==> src/vtesc_pkg.sv <==
`timescale 1ns / 1ps
`default_nettype none
// ----------------------------------------------------------------------------
// vtesc_pkg
// shared types and constants of the terminal escape parser
// ----------------------------------------------------------------------------
package vtesc_pkg;

  localparam int MAX_PARAMS_DEF = 16;
  localparam int LAST_LINE_DEF  = 23;

  localparam logic [7:0] ESC_CODE  = 8'h1b;
  localparam logic [7:0] BS_CODE   = 8'h08;
  localparam logic [17:0] PARAM_DEF = 18'h3ffff;   // -1
  localparam logic [17:0] PARAM_QM  = 18'h3fffe;   // -2
  localparam logic [17:0] PARAM_SAT = 18'd65535;

  typedef enum logic [2:0] {
    KIND_GLYPH = 3'd0,
    KIND_CTRL  = 3'd1,
    KIND_ESC   = 3'd2,
    KIND_CSI   = 3'd3,
    KIND_HASH  = 3'd4
  } kind_t;

  typedef enum logic [2:0] {
    ST_NORMAL = 3'd0,
    ST_ESC    = 3'd1,
    ST_CSI    = 3'd2,
    ST_HASH   = 3'd3,
    ST_G0     = 3'd4,
    ST_G1     = 3'd5
  } esc_state_t;

  // back part sequencing
  typedef enum logic [1:0] {
    B_IDLE, B_SGR, B_FIN
  } bst_t;

  // work for the back part
  typedef enum logic [3:0] {
    OP_NONE,      // no result
    OP_EMIT,      // emit kind/code with no side effect
    OP_EMIT2,     // escape echo, two glyphs
    OP_SO,
    OP_SI,
    OP_KP_SET,
    OP_KP_CLR,
    OP_RIS,
    OP_CSI_ENTER,
    OP_DIGIT,
    OP_QMARK,
    OP_SEMI,
    OP_CSI_FINAL,
    OP_CSI_ABORT,
    OP_GSET
  } op_t;

  typedef struct packed {
    op_t         op;
    kind_t       kind;
    logic [7:0]  code;
    logic        g1;
    logic        gval;
  } cmd_t;

  function automatic logic is_csi_final(input logic [7:0] c);
    case (c)
      "A", "B", "C", "D", "H", "f", "J", "K", "L", "M", "P", "c", "g",
      "h", "i", "l", "m", "n", "q", "r": is_csi_final = 1'b1;
      default: is_csi_final = 1'b0;
    endcase
  endfunction

endpackage
`default_nettype wire

==> src/vtesc_front.sv <==
`timescale 1ns / 1ps
`default_nettype none
// ----------------------------------------------------------------------------
// vtesc_front
// escape level tracking and byte classification into commands
// ----------------------------------------------------------------------------
module vtesc_front (
  input  wire logic            clk,
  input  wire logic            rst_n,
  input  wire logic            in_valid,
  output logic                 in_ready,
  input  wire logic [7:0]      in_byte,
  output logic                 cmd_valid,
  input  wire logic            cmd_ready,
  output vtesc_pkg::cmd_t      cmd
);
  import vtesc_pkg::*;

  esc_state_t st_r, st_nxt;
  cmd_t       c;
  logic       take;

  assign in_ready  = cmd_ready;
  assign cmd_valid = in_valid;
  assign take      = in_valid && cmd_ready;
  assign cmd       = c;

  // next escape level
  always_comb begin
    st_nxt = st_r;
    if (!(in_byte == BS_CODE && st_r != ST_NORMAL)) begin
      case (st_r)
        ST_NORMAL: if (in_byte == ESC_CODE) st_nxt = ST_ESC;
        ST_ESC: begin
          case (in_byte)
            "[": st_nxt = ST_CSI;
            "#": st_nxt = ST_HASH;
            "(": st_nxt = ST_G0;
            ")": st_nxt = ST_G1;
            default: st_nxt = ST_NORMAL;
          endcase
        end
        ST_CSI: begin
          if (!((in_byte >= "0" && in_byte <= "9") || in_byte == "?" || in_byte == ";"))
            st_nxt = ST_NORMAL;
        end
        default: st_nxt = ST_NORMAL;
      endcase
    end
  end

  // command for the back part
  always_comb begin
    c = '{op: OP_NONE, kind: KIND_GLYPH, code: in_byte, g1: 1'b0, gval: 1'b0};
    if (in_byte == BS_CODE && st_r != ST_NORMAL) begin
      c.op = OP_EMIT; c.kind = KIND_CTRL;
    end else begin
      case (st_r)
        ST_NORMAL: begin
          if (in_byte >= 8'd32) c.op = OP_EMIT;
          else if (in_byte == 8'h07 || (in_byte >= 8'h08 && in_byte <= 8'h0d)) begin
            c.op = OP_EMIT; c.kind = KIND_CTRL;
          end else if (in_byte == 8'h0e) begin
            c.op = OP_SO; c.kind = KIND_CTRL;
          end else if (in_byte == 8'h0f) begin
            c.op = OP_SI; c.kind = KIND_CTRL;
          end
        end
        ST_ESC: begin
          c.kind = KIND_ESC;
          case (in_byte)
            "[": c.op = OP_CSI_ENTER;
            "#", "(", ")": c.op = OP_NONE;
            ">": c.op = OP_KP_CLR;
            "=": c.op = OP_KP_SET;
            "c": c.op = OP_RIS;
            "7", "8", "D", "E", "H", "M", "Z": c.op = OP_EMIT;
            default: begin c.op = OP_EMIT2; c.kind = KIND_GLYPH; end
          endcase
        end
        ST_CSI: begin
          c.kind = KIND_CSI;
          if (in_byte >= "0" && in_byte <= "9") c.op = OP_DIGIT;
          else if (in_byte == "?") c.op = OP_QMARK;
          else if (in_byte == ";") c.op = OP_SEMI;
          else c.op = is_csi_final(in_byte) ? OP_CSI_FINAL : OP_CSI_ABORT;
        end
        ST_HASH: begin
          c.kind = KIND_HASH;
          if (in_byte == "8") c.op = OP_EMIT;
        end
        ST_G0, ST_G1: begin
          c.g1 = (st_r == ST_G1);
          c.gval = (in_byte == "0" || in_byte == "2");
          if (in_byte == "A" || in_byte == "B" || in_byte == "1" || in_byte == "0" ||
              in_byte == "2") c.op = OP_GSET;
        end
        default: c.op = OP_NONE;
      endcase
    end
  end

  always_ff @(posedge clk) begin
    if (!rst_n) st_r <= ST_NORMAL;
    else if (take) st_r <= st_nxt;
  end

endmodule
`default_nettype wire

==> src/vtesc_fifo.sv <==
`timescale 1ns / 1ps
`default_nettype none
// ----------------------------------------------------------------------------
// vtesc_fifo
// two-entry command queue between front and back
// ----------------------------------------------------------------------------
module vtesc_fifo (
  input  wire logic            clk,
  input  wire logic            rst_n,
  input  wire logic            wr_valid,
  output logic                 wr_ready,
  input  vtesc_pkg::cmd_t      wr_data,
  output logic                 rd_valid,
  input  wire logic            rd_ready,
  output vtesc_pkg::cmd_t      rd_data
);
  import vtesc_pkg::*;

  cmd_t       mem_r [2];
  logic       wp_r, rp_r;
  logic [1:0] cnt_r;
  logic       wr, rd;

  assign wr_ready = (cnt_r != 2'd2);
  assign rd_valid = (cnt_r != 2'd0);
  assign rd_data  = mem_r[rp_r];
  assign wr = wr_valid && wr_ready;
  assign rd = rd_valid && rd_ready;

  always_ff @(posedge clk) begin
    if (wr) mem_r[wp_r] <= wr_data;
  end

  always_ff @(posedge clk) begin
    if (!rst_n) begin
      wp_r <= 1'b0; rp_r <= 1'b0; cnt_r <= 2'd0;
    end else begin
      if (wr) wp_r <= ~wp_r;
      if (rd) rp_r <= ~rp_r;
      cnt_r <= cnt_r + {1'b0, wr} - {1'b0, rd};
    end
  end

endmodule
`default_nettype wire

==> src/vtesc_back.sv <==
`timescale 1ns / 1ps
`default_nettype none
// ----------------------------------------------------------------------------
// vtesc_back
// parameter store, mode registers and result generation
// ----------------------------------------------------------------------------
module vtesc_back #(
  parameter int MAX_PARAMS = vtesc_pkg::MAX_PARAMS_DEF,
  parameter int LAST_LINE  = vtesc_pkg::LAST_LINE_DEF
) (
  input  wire logic            clk,
  input  wire logic            rst_n,
  input  wire logic            cmd_valid,
  output logic                 cmd_ready,
  input  vtesc_pkg::cmd_t      cmd,
  output logic                 out_valid,
  input  wire logic            out_ready,
  output logic [71:0]          out_data,
  output logic [2:0]           out_kind,
  output logic                 out_last
);
  import vtesc_pkg::*;

  localparam int IW = (MAX_PARAMS > 1) ? $clog2(MAX_PARAMS) : 1;
  localparam logic [IW-1:0] IMAX = IW'(MAX_PARAMS - 1);
  localparam logic [4:0] LL  = 5'(LAST_LINE);
  localparam logic [4:0] LL1 = 5'(LAST_LINE - 1);

  logic [17:0]   prm_r [MAX_PARAMS];
  logic [IW-1:0] idx_r;
  logic [7:0]    rend_r;
  logic          g0_r, g1_r, so_r, kp_r;
  logic [1:0]    pm_r;
  logic [4:0]    top_r, bot_r;

  bst_t          bs_r, bs_nxt;
  cmd_t          cur_r;
  logic [IW-1:0] walk_r;
  logic          two_r;

  // result register
  logic          ov_r;
  logic          olast_r;
  kind_t         kind_r;
  logic [7:0]    code_r;
  logic [16:0]   p0_r, p1_r;
  logic [4:0]    cnt_r;
  logic          priv_r;

  logic          take;
  logic          res_free;
  logic          res_op;

  assign res_free  = !ov_r || out_ready;
  assign cmd_ready = (bs_r == B_IDLE) && res_free && !two_r;
  assign take      = cmd_valid && cmd_ready;
  assign out_valid = ov_r;
  assign out_last  = olast_r;
  assign out_kind  = kind_r;
  // mode fields are live: nothing that changes them is taken while a result waits
  assign out_data  = {3'b000, bot_r, top_r, kp_r, pm_r, rend_r, priv_r, cnt_r,
                      p1_r, p0_r, code_r};

  always_comb begin
    case (cmd.op)
      OP_EMIT, OP_EMIT2, OP_SO, OP_SI, OP_KP_SET, OP_KP_CLR, OP_RIS: res_op = 1'b1;
      default: res_op = 1'b0;
    endcase
  end

  // digit accumulate, one multiply by ten
  logic [17:0] dbase;
  logic [21:0] dsum;
  logic [17:0] dval;
  always_comb begin
    dbase = prm_r[idx_r][17] ? 18'd0 : prm_r[idx_r];
    dsum  = 22'(dbase) * 22'd10 + 22'(cmd.code - 8'd48);
    dval  = (dsum > 22'(PARAM_SAT)) ? PARAM_SAT : dsum[17:0];
  end

  // one sgr step
  logic [17:0] sp;
  logic [7:0]  sgr_nxt;
  always_comb begin
    sp = prm_r[walk_r];
    sgr_nxt = rend_r;
    if (sp[17] || sp == 18'd0) sgr_nxt = rend_r & 8'h80;
    else if (sp < 18'd8) sgr_nxt = rend_r | (8'd1 << sp[2:0] - 3'd1);
    else if (sp == 18'd22) sgr_nxt = rend_r & 8'hfe;
    else if (sp > 18'd22 && sp < 18'd28) sgr_nxt = rend_r & ~(8'd1 << 3'(sp - 18'd21));
  end

  // margins
  logic [4:0] mt, mb;
  always_comb begin
    if (prm_r[0][17] || prm_r[0] == 18'd0) mt = 5'd0;
    else if (prm_r[0] - 18'd1 > 18'(LL1)) mt = LL1;
    else mt = 5'(prm_r[0] - 18'd1);
    if (prm_r[1][17] || prm_r[1] <= 18'd1 || prm_r[1] - 18'd1 > 18'(LL)) mb = LL;
    else mb = 5'(prm_r[1] - 18'd1);
    if (mt >= mb) mt = mb - 5'd1;
  end

  logic prev_q;
  assign prev_q = (idx_r != '0) && (prm_r[idx_r - IW'(1)] == PARAM_QM);

  // any register still holding a question mark
  logic any_q;
  always_comb begin
    any_q = 1'b0;
    for (int i = 0; i < MAX_PARAMS; i++) if (prm_r[i] == PARAM_QM) any_q = 1'b1;
  end

  always_comb begin
    bs_nxt = bs_r;
    case (bs_r)
      B_IDLE: if (take && cmd.op == OP_CSI_FINAL)
                bs_nxt = (cmd.code == "m") ? B_SGR : B_FIN;
      B_SGR:  if (walk_r == idx_r) bs_nxt = B_FIN;
      B_FIN:  if (res_free) bs_nxt = B_IDLE;
      default: bs_nxt = B_IDLE;
    endcase
  end

  always_ff @(posedge clk) begin
    if (!rst_n) begin
      bs_r <= B_IDLE; ov_r <= 1'b0; olast_r <= 1'b0; two_r <= 1'b0;
      idx_r <= '0; rend_r <= '0; g0_r <= 1'b0; g1_r <= 1'b0; so_r <= 1'b0;
      kp_r <= 1'b0; pm_r <= '0; top_r <= '0; bot_r <= LL; walk_r <= '0;
      for (int i = 0; i < MAX_PARAMS; i++) prm_r[i] <= PARAM_DEF;
    end else begin
      bs_r <= bs_nxt;
      if (ov_r && out_ready) begin
        if (two_r) begin
          two_r <= 1'b0; olast_r <= 1'b1;
          code_r <= cur_r.code; kind_r <= KIND_GLYPH;
        end else if (!take) ov_r <= 1'b0;
      end
      if (take) begin
        cur_r   <= cmd;
        walk_r  <= '0;
        ov_r    <= res_op;
        olast_r <= (cmd.op != OP_EMIT2);
        two_r   <= (cmd.op == OP_EMIT2);
        code_r  <= (cmd.op == OP_EMIT2) ? ESC_CODE : cmd.code;
        kind_r  <= cmd.kind;
        p0_r <= '0; p1_r <= '0; cnt_r <= '0; priv_r <= 1'b0;
        case (cmd.op)
          OP_SO: begin rend_r[7] <= g1_r; so_r <= 1'b1; end
          OP_SI: begin rend_r[7] <= g0_r; so_r <= 1'b0; end
          OP_KP_SET: kp_r <= 1'b1;
          OP_KP_CLR: kp_r <= 1'b0;
          OP_RIS: begin
            rend_r <= '0; g0_r <= 1'b0; g1_r <= 1'b0; so_r <= 1'b0; kp_r <= 1'b0;
            top_r <= '0; bot_r <= LL;
          end
          OP_CSI_ENTER: begin
            for (int i = 0; i < MAX_PARAMS; i++) prm_r[i] <= PARAM_DEF;
            idx_r <= '0;
          end
          OP_DIGIT: prm_r[idx_r] <= dval;
          OP_QMARK: begin
            prm_r[idx_r] <= PARAM_QM;
            if (idx_r != IMAX) idx_r <= idx_r + IW'(1);
          end
          OP_SEMI: if (idx_r != IMAX) idx_r <= idx_r + IW'(1);
          OP_CSI_FINAL: begin
            case (cmd.code)
              "L", "M", "P": if (prm_r[0][17] || prm_r[0] == 18'd0) prm_r[0] <= 18'd1;
              "i": begin
                if (prm_r[idx_r] == 18'd5) pm_r <= prev_q ? 2'd2 : 2'd1;
                else if (prm_r[idx_r] == 18'd4) pm_r <= 2'd0;
              end
              "r": begin top_r <= mt; bot_r <= mb; end
              default: ;
            endcase
          end
          OP_GSET: begin
            if (cmd.g1) g1_r <= cmd.gval; else g0_r <= cmd.gval;
            if (cmd.g1 ? so_r : !so_r) rend_r[7] <= cmd.gval;
          end
          default: ;
        endcase
      end
      if (bs_r == B_SGR) begin
        rend_r <= sgr_nxt;
        if (walk_r != idx_r) walk_r <= walk_r + IW'(1);
      end
      if (bs_r == B_FIN && res_free) begin
        ov_r <= 1'b1; olast_r <= 1'b1;
        code_r <= cur_r.code;
        kind_r <= KIND_CSI;
        p0_r   <= prm_r[0][16:0];
        p1_r   <= prm_r[1][16:0];
        cnt_r  <= 5'(idx_r);
        priv_r <= any_q;
      end
    end
  end

endmodule
`default_nettype wire

==> src/vt100_escape_parser_core.sv <==
`timescale 1ns / 1ps
`default_nettype none
// ----------------------------------------------------------------------------
// vt100_escape_parser_core
// vt100 / ansi escape sequence parser with decoupled classify and execute
// ----------------------------------------------------------------------------
// channel | dir | tdata                          | tuser / tlast
// in_     | in  | rx_byte                        | -
// out_    | out | item_code, first/second param, | tuser: item_kind
//         |     | count, private, attribute,...  | tlast: last_of_run
//
// a byte transfer is taken whenever the two-entry command queue has room
// a result passes the command queue and then the result register; a csi final also passes the finish state
// csi 'm' first walks every parameter up to param_count in the sgr state
// an unknown escape gives two glyph transfers, the second loaded once the first is taken
// reset: synchronous, rst_n low; parameters reset to default, margins full
// stalls on out_tready hold the result register and back-pressure the queue
// ----------------------------------------------------------------------------
module vt100_escape_parser_core #(
  parameter int MAX_PARAMS = vtesc_pkg::MAX_PARAMS_DEF,
  parameter int LAST_LINE  = vtesc_pkg::LAST_LINE_DEF
) (
  input  wire logic        clk,
  input  wire logic        rst_n,
  input  wire logic        in_tvalid,
  output logic             in_tready,
  input  wire logic [7:0]  in_tdata,    // rx_byte
  output logic             out_tvalid,
  input  wire logic        out_tready,
  // item_code[7:0] first_param[24:8] second_param[41:25] param_count[46:42]
  // private_mode[47] attribute[55:48] print_mode[57:56] keypad_app[58]
  // top_margin[63:59] bottom_margin[68:64] zeros[71:69]
  output logic [71:0]      out_tdata,
  output logic [2:0]       out_tuser,   // item_kind
  output logic             out_tlast    // last_of_run
);
  import vtesc_pkg::*;

  cmd_t       f_cmd, q_cmd;
  logic       f_valid, f_ready, q_valid, q_ready;

  // classifier: tracks the escape level, one byte per transfer
  vtesc_front u_front (
    .clk, .rst_n, .in_valid(in_tvalid), .in_ready(in_tready), .in_byte(in_tdata),
    .cmd_valid(f_valid), .cmd_ready(f_ready), .cmd(f_cmd)
  );

  // short queue so the classifier can run ahead of the executor
  vtesc_fifo u_fifo (
    .clk, .rst_n, .wr_valid(f_valid), .wr_ready(f_ready), .wr_data(f_cmd),
    .rd_valid(q_valid), .rd_ready(q_ready), .rd_data(q_cmd)
  );

  // executor: parameters, modes and the result register
  vtesc_back #(.MAX_PARAMS(MAX_PARAMS), .LAST_LINE(LAST_LINE)) u_back (
    .clk, .rst_n, .cmd_valid(q_valid), .cmd_ready(q_ready), .cmd(q_cmd),
    .out_valid(out_tvalid), .out_ready(out_tready), .out_data(out_tdata),
    .out_kind(out_tuser), .out_last(out_tlast)
  );

endmodule
`default_nettype wire

==> config.mk <==
export PLATFORM = sky130hd
export DESIGN_NAME = vt100_escape_parser_core
export DESIGN_NICKNAME = d
export VERILOG_FILES = /design/src/vtesc_pkg.sv /design/src/vtesc_front.sv /design/src/vtesc_fifo.sv /design/src/vtesc_back.sv /design/src/vt100_escape_parser_core.sv
export SDC_FILE = /design/constraint.sdc
export NUM_CORES = 1
export LEC_CHECK = 0
export BUFFER_PORTS_ARGS = -buffer_cell sky130_fd_sc_hd__buf_4
export CAP_MARGIN = 20
export CELL_PAD_IN_SITES_DETAIL_PLACEMENT = 0
export CELL_PAD_IN_SITES_GLOBAL_PLACEMENT = 1
export CORE_UTILIZATION = 40
export DETAILED_ROUTE_END_ITERATION = 7
export GPL_ROUTABILITY_DRIVEN = 0
export GPL_TIMING_DRIVEN = 0
export PLACE_DENSITY = 0.69
export SLEW_MARGIN = 20
export SYNTH_ARGS = -nofsm -noshare
export SYNTH_HDL_FRONTEND = slang
export SYNTH_SLANG_ARGS = --single-unit
==> constraint.sdc <==
create_clock -name clk -period 8.4 [get_ports clk]
set_input_delay 2.52 -clock clk [delete_from_list [all_inputs] [get_ports clk]]
set_output_delay 2.52 -clock clk [all_outputs]
set_load 0.03 [all_outputs]
==> results of run 1 <==
## kinds of logic (layout without fill, tap and decap cells)
kind of cell             Yosys count  in the layout  synth area share, %
XOR/XNOR                          62             62                 2.27
multiplexers                     158            158                 11.8
AND/OR/NAND/NOR                  968            968                 19.7
other                              1              4               0.0152
AO/OA/AOI/OAI                    326            326                 8.93
flip-flops                       429            429                 50.2
buffers and inverters            206            411                 3.50
adder cells (fa/ha/maj)           71             71                 3.63
## registers in the layout (all words and copies together), names as in the netlist, 2 cells and up, named ones only
name and count:
u_back.prm_r 288, u_fifo.mem_r 34, u_back.p0_r 17, u_back.p1_r 17
u_back.code_r 8, u_back.cur_r 8, u_back.rend_r 8, u_back.bot_r 5
u_back.top_r 5, u_back.cnt_r 4, u_back.idx_r 4, u_back.walk_r 4
u_back.out_kind 3, u_front.st_r 3, u_back.bs_r 2, u_back.pm_r 2
u_fifo.cnt_r 2
## final timing paths
check	slack [ns]	to	cells after the start	from
worst max register to register	0.53	u_back.prm_r[3][2]	30	register
worst min register to register	0.47	u_back.top_r[0]	2	u_back.top_r[0]
worst min-delay path	0.47	u_back.top_r[0]	2	u_back.top_r[0]
worst max-delay path	0.53	u_back.prm_r[3][2]	30	register
## synthesized netlist by cell type (11+ instances only)
master,number
nor3_1,55
a211oi_1,16
inv_1,71
a31oi_1,19
mux4_2,106
buf_4,16
clkbuf_1,79
xor2_1,22
buf_2,13
or4_1,19
ha_1,70
and4b_1,14
a21o_1,26
and2_1,57
edfxtp_1,380
nor2b_1,26
nand2_1,379
nor2_1,156
o21ai_0,46
nor3b_1,11
dfxtp_1,49
mux2i_1,46
nor4_1,45
xnor2_1,39
nand2b_1,21
buf_1,22
nand4_1,65
a21oi_1,97
a221oi_1,11
and3_1,14
nand3_1,58
## stage by stage
step | hold slack, ns | utilization, % | worst slack, ns | cell area [um2]
2_1_floorplan | 0.457 | - | 0.488 | 24700
3_3_place_gp | 0.457 | 43.4 | -2.68 | 26300
3_5_place_dp | 0.462 | 43.5 | -2.32 | 26400
4_1_cts | 0.472 | 46.7 | 0.00341 | 28300
5_1_grt | 0.500 | 46.9 | 0.0247 | 28400
6_report | 0.472 | 46.9 | 0.527 | 28400
## power by group
part	total (mW)	switching [mW]	internal, mW
clock	2.17	0.929	1.24
combinational	2.23	1.48	0.748
sequential	2.51	0.0411	2.47
## cell type report
class,instances,area share (%)
multi-input combinational,1589,40.6
sequential,429,43.6
clock inverter,28,1.02
buffer,131,2.39
inverter,74,0.977
clock buffer,61,4.61
tap,782,3.44
timing repair buffer,117,3.37
## worst max-delay path: cells and delay by family (launching register included)
| family | cells | cell delay (ns) |
|---|---|---|
| simple gates | 4 | 0.78 |
| xor+xnor | 3 | 0.44 |
| flops | 1 | 0.45 |
| compound gates | 14 | 2.59 |
| fa+ha+maj | 2 | 0.60 |
| buf+inv | 5 | 1.66 |
| mux | 2 | 1.06 |
## timing repair
action | CTS | global route
setup buffers | 23 | 5
cloned | 0 | 0
pin swaps | 16 | 3
resized for setup | 41 | 26
endpoints found under the setup margin | 256 | 256
## metal layers
layer  part of all wire (%)  wire length (um)
met1                     40             33800
met5                  0.015                13
met3                     10              8550
met4                    5.0              4270
met2                     45             38300
==> run summary, run 1 <==
===========================================================================================
Status                                                                            completed
Number of primary I/O pins                                                               90
Clock insertion delay at the later pin of the skew report                           0.61 ns
Global-route total usage across every layer                                           26.9%
Synthesized area per cell                                                          11.1 um2
Slew of the pin with the lowest slew margin                                         1.17 ns
Dominant register cell in the synthesized netlist                                  edfxtp_1
Unrepaired setup endpoints after global routing                                       false
Final Max Slew Viols                                                                      0
Layout filler cell count                                                               5596
Routed Antenna Nets                                                                       0
Clk pin slew, worst setup/hold paths                                                0.06 ns
First-pass GRT wire length                                                           124 mm
Highest net fanout along the worst path                                                  10
Antenna fix cells                                                                         0
Residual DRC                                                                              0
Register area                                                                    0.0124 mm2
Root buffer cell                                                                  clkbuf_16
Top library cells by usage in the layout, fill and taps aside                  edfxtp_1 (380), nand2_1 (379), nor2_1 (153)
Flip-flop and latch count after synthesis                                               429
Final worst-path cycle share                                                          93.7%
Vias per Instance                                                                      6.11
Total chip power                                                                    6.91 mW
Minimum period implied by the final worst setup slack                               7.87 ns
Routed wire length                                                                  84.9 mm
Share of final-layout standard cells stronger than drive strength 1                   16.3%
Cell accounting for the most synthesized area                                      edfxtp_1
Maximum clock frequency                                                             127 MHz
Total vias in the final route                                                         19600
Yosys cell types                                                                         85
Total clock sinks                                                                       429
IO Port Bufs                                                                             85
Met1 routing resource usage after global routing                                      35.1%
Floorplan die width                                                                  251 um
Number of warnings issued by yosys                                                        0
TritonCTS Buffers                                                                        48
Global routing usage on met2                                                          42.0%
Total of hold buffers inserted after clock tree synthesis                                 0
Global Route met3 Usage                                                               6.29%
Number of instances in the synthesized netlist                                         2221
Delay of the slowest cell on the worst path                                         0.72 ns
Grt total ovfl                                                                            0
Slowest stage cell on the critical path                                            clkbuf_1
Pin count of the biggest net entering global routing                                     31
Final-layout setup total negative slack                                                0 ns
Non-filler instance count after layout                                                 3211
Floorplan row count                                                                      90
Number of design-rule violations left by the first detailed-router iteration           2472
Post-Synthesis Cell Area                                                         0.0247 mm2
WL/cell                                                                             26.4 um
Power density cells                                                              243 mW/mm2
Cells taking the most area after synthesis                                     edfxtp_1 (46%), mux4_2 (9.7%), nand2_1 (5.8%)
Min-Delay Path Class                                                           register to register
Final Setup Violations                                                                    0
CORE AREA                                                                        0.0607 mm2
Number of flops mapped to enable cells by yosys                                         380
Required time of the worst setup path                                               8.73 ns
Placed cell count                                                                      3095
Combined area of the multi-input logic cells                                     0.0115 mm2
Grt peak-use layer                                                                     met2
Static leakage power                                                                8.90 nW
Initial cell density of the core                                                      40.7%
Die H                                                                                251 um
Final Hold Violating Endpoints                                                            0
Number of buffers on the longest clock path                                               3
Clock skew after layout                                                           0.0230 ns
Critical path startpoint category                                                  register
Type of the worst setup path                                                   register to register
Normalized max-slew margin                                                            22.1%
Worst-case vdd ir drop                                                           0.000177 V
Share of synthesized area occupied by flip-flops and latches                          50.2%
Crit path DAT                                                                       8.20 ns
Clock tree from TritonCTS                                                              done
CTS HTree Levels                                                                          2
Fraction of registers with async set/reset                                               0%
Kind of end point of the critical path                                             register
Commonest non-fill, non-tap cell in the layout                                     edfxtp_1
# Max-Cap Violations                                                                      0
Yosys top cell area share                                                             46.2%
Die area                                                                         0.0628 mm2
Final-stage net count                                                                  2473
Post-synthesis to final-layout area growth                                            15.1%
HPWL Detailed                                                                       65.8 mm
Number of antenna violations at the first check in global routing                         1
Number of search-and-repair iterations in the first detailed-routing pass                 8
Via count of the first global-routing pass                                            19000
===========================================================================================
No activity file was read; power rests on OpenSTA's default activity.
==> run 2, diff against run 1 <==
CORE_MARGIN = 10   (was default)
MAX_ROUTING_LAYER = met4   (was default)
==> run 2 against run 1 <==
Sequential share of layout area up 0.13 points. Die area increased by 15%. Wire length grew 1.2%. Largest cell class unchanged. Hold slack got worse by 0.0089 ns. Fmax shrank 1.9%. Global-route usage is 2.7 points lower. Sequential cell count is the same. Highest routed layer is now met4. Worst setup slack worse by 0.15 ns. Power is 1.1% lower. Clock skew grew 0.017 ns.
==> run summary, run 2 (same netlist as run 1, synthesis figures left out) <==
===========================================================================================
Floorplan row count                                                                      91   +1.1%
Clock tree from TritonCTS                                                              done
Status                                                                            completed
Worst-case vdd ir drop                                                           0.000207 V   +17%
Share of final-layout standard cells stronger than drive strength 1                   16.0%   -0.32 points
Initial cell density of the core                                                      40.2%   -0.52 points
Placed cell count                                                                      3103   +0.26%
Maximum clock frequency                                                             125 MHz   -1.9%
IO Port Bufs                                                                             85   unchanged
Delay of the slowest cell on the worst path                                         0.61 ns   -0.11 ns
Die H                                                                                269 um   +7.2%
Setup WS pre-CTS                                                                   -2.39 ns   -0.0678 ns
Final Setup Violations                                                                    0   unchanged
Final-stage net count                                                                  2472   -0.040%
Minimum period implied by the final worst setup slack                               8.03 ns   +0.152 ns
Largest delay share family, worst path                                         compound AO/OA/AOI/OAI gates
CORE AREA                                                                        0.0615 mm2   +1.3%
Final Hold Violating Endpoints                                                            0   unchanged
Total clock sinks                                                                       429   unchanged
Registers with the highest flip-flop counts                                    u_back.prm_r x288, u_fifo.mem_r x34
Largest Register                                                               u_back.prm_r
Grt total ovfl                                                                            0   unchanged
Power density cells                                                              241 mW/mm2   -0.78%
First-pass GRT wire length                                                           125 mm   +1.1%
Crit path DAT                                                                       8.35 ns   +0.15 ns
Highest net fanout along the worst path                                                  10   unchanged
Floorplan die width                                                                  269 um   +7.2%
Global-route total usage across every layer                                           24.2%   -2.7 points
Routed Antenna Nets                                                                       0   unchanged
Final worst-path cycle share                                                          95.5%   +1.8 points
Final-layout setup total negative slack                                                0 ns   unchanged
Non-filler instance count after layout                                                 3217   +0.19%
Die area                                                                         0.0721 mm2   +15%
TritonCTS Buffers                                                                        46   -4.2%
Number of design-rule violations left by the first detailed-router iteration           2315   -6.4%
Normalized max-slew margin                                                            21.2%   -0.90 points
Pin count of the biggest net entering global routing                                     32   +3.2%
Critical path startpoint category                                                  register
Sum of buffers and inverters on the critical path                                         7   +2
Type of the worst setup path                                                   register to register
Number of buffers on the longest clock path                                               3   unchanged
Residual DRC                                                                              0   unchanged
Clk pin slew, worst setup/hold paths                                                0.07 ns   about the same
Root buffer cell                                                                  clkbuf_16
Post-synthesis to final-layout area growth                                            14.8%
Total vias in the final route                                                         19700   +0.30%
Number of search-and-repair iterations in the first detailed-routing pass                 6   -2
Routed wire length                                                                  85.9 mm   +1.2%
WL/cell                                                                             26.7 um   +0.96%
Required time of the worst setup path                                               8.73 ns   about the same
Clock skew after layout                                                           0.0399 ns   +0.0169 ns
Number of primary I/O pins                                                               90   unchanged
Static leakage power                                                                8.88 nW   -0.23%
Min-Delay Path Class                                                           register to register
Flip-flop count of the largest register, all copies and words added                     288   unchanged
Antenna fix cells                                                                         0   unchanged
Slowest stage cell on the critical path                                              mux4_2
Number of antenna violations at the first check in global routing                         0   -1
Clock insertion delay at the later pin of the skew report                           0.62 ns   about the same
Slew of the pin with the lowest slew margin                                         1.18 ns   +0.0135 ns
HPWL Detailed                                                                       66.8 mm   +1.5%
Top library cells by usage in the layout, fill and taps aside                  edfxtp_1 (380), nand2_1 (379), nor2_1 (153)
Total of hold buffers inserted after clock tree synthesis                                 0   unchanged
Kind of end point of the critical path                                             register
Commonest non-fill, non-tap cell in the layout                                     edfxtp_1
Total chip power                                                                    6.84 mW   -1.1%
Vias per Instance                                                                      6.12   +0.11%
# Max-Cap Violations                                                                      0   unchanged
Final setup margin                                                                 0.375 ns   -0.152 ns
Via count of the first global-routing pass                                            19100   +0.91%
Final Max Slew Viols                                                                      0   unchanged
CTS HTree Levels                                                                          2   unchanged
===========================================================================================
-- run 2: final cells by class --
type | instances | area (um2)
Sequential cell | 429 | 12400
Tap cell | 790 | 988
Multi-Input combinational cell | 1589 | 11500
Clock buffer | 55 | 1210
Inverter | 74 | 278
Fill cell | 5668 | 33100
Clock inverter | 31 | 343
Timing Repair Buffer | 119 | 922
Buffer | 130 | 686
-- run 2: final timing paths --
check                                      from             endpoint  slack, ns  cells after the start
worst min register to register  u_back.top_r[1]      u_back.top_r[1]       0.46                      2
worst max-delay path                   register  u_back.prm_r[2][12]       0.37                     33
worst min-delay path            u_back.top_r[1]      u_back.top_r[1]       0.46                      2
worst max register to register         register  u_back.prm_r[2][12]       0.37                     33
-- run 2: power breakdown --
part	internal [mW]	switching, mW
logic	0.709	1.48
clock network	1.24	0.889
registers	2.47	0.0413
-- run 2: worst min-delay path: cells and delay by family (launching register included) --
kind	cells	cell delay, ns
and+or+nand+nor	1	0.06
AOI/OAI and AO/OA	1	0.05
DFF	1	0.31
-- run 2: per-layer routing --
layer  global-route usage (%)  wire (um)  vias to the layer above
met5                        -          0                        -
met4                     10.9       4430                        0
met3                     5.47       8710                      188
met2                     36.7      38800                     1083
met1                     30.7      33900                     9698
li1                         -          -                     8723
-- run 2: per-stage QoR --
stage          hold WS (ns)  util, %  area (um2)
6_report              0.464     46.1       28400
5_1_grt               0.485     46.1       28400
4_1_cts               0.467     45.9       28200
3_5_place_dp          0.459     43.0       26400
3_3_place_gp          0.454     42.8       26300
2_1_floorplan         0.457        -       24700
-- run 2: what timing repair did --
action	CTS	global route
setup endpoints to repair	256	256
pin swaps	15	6
resized for setup	47	30
setup buffers	20	10
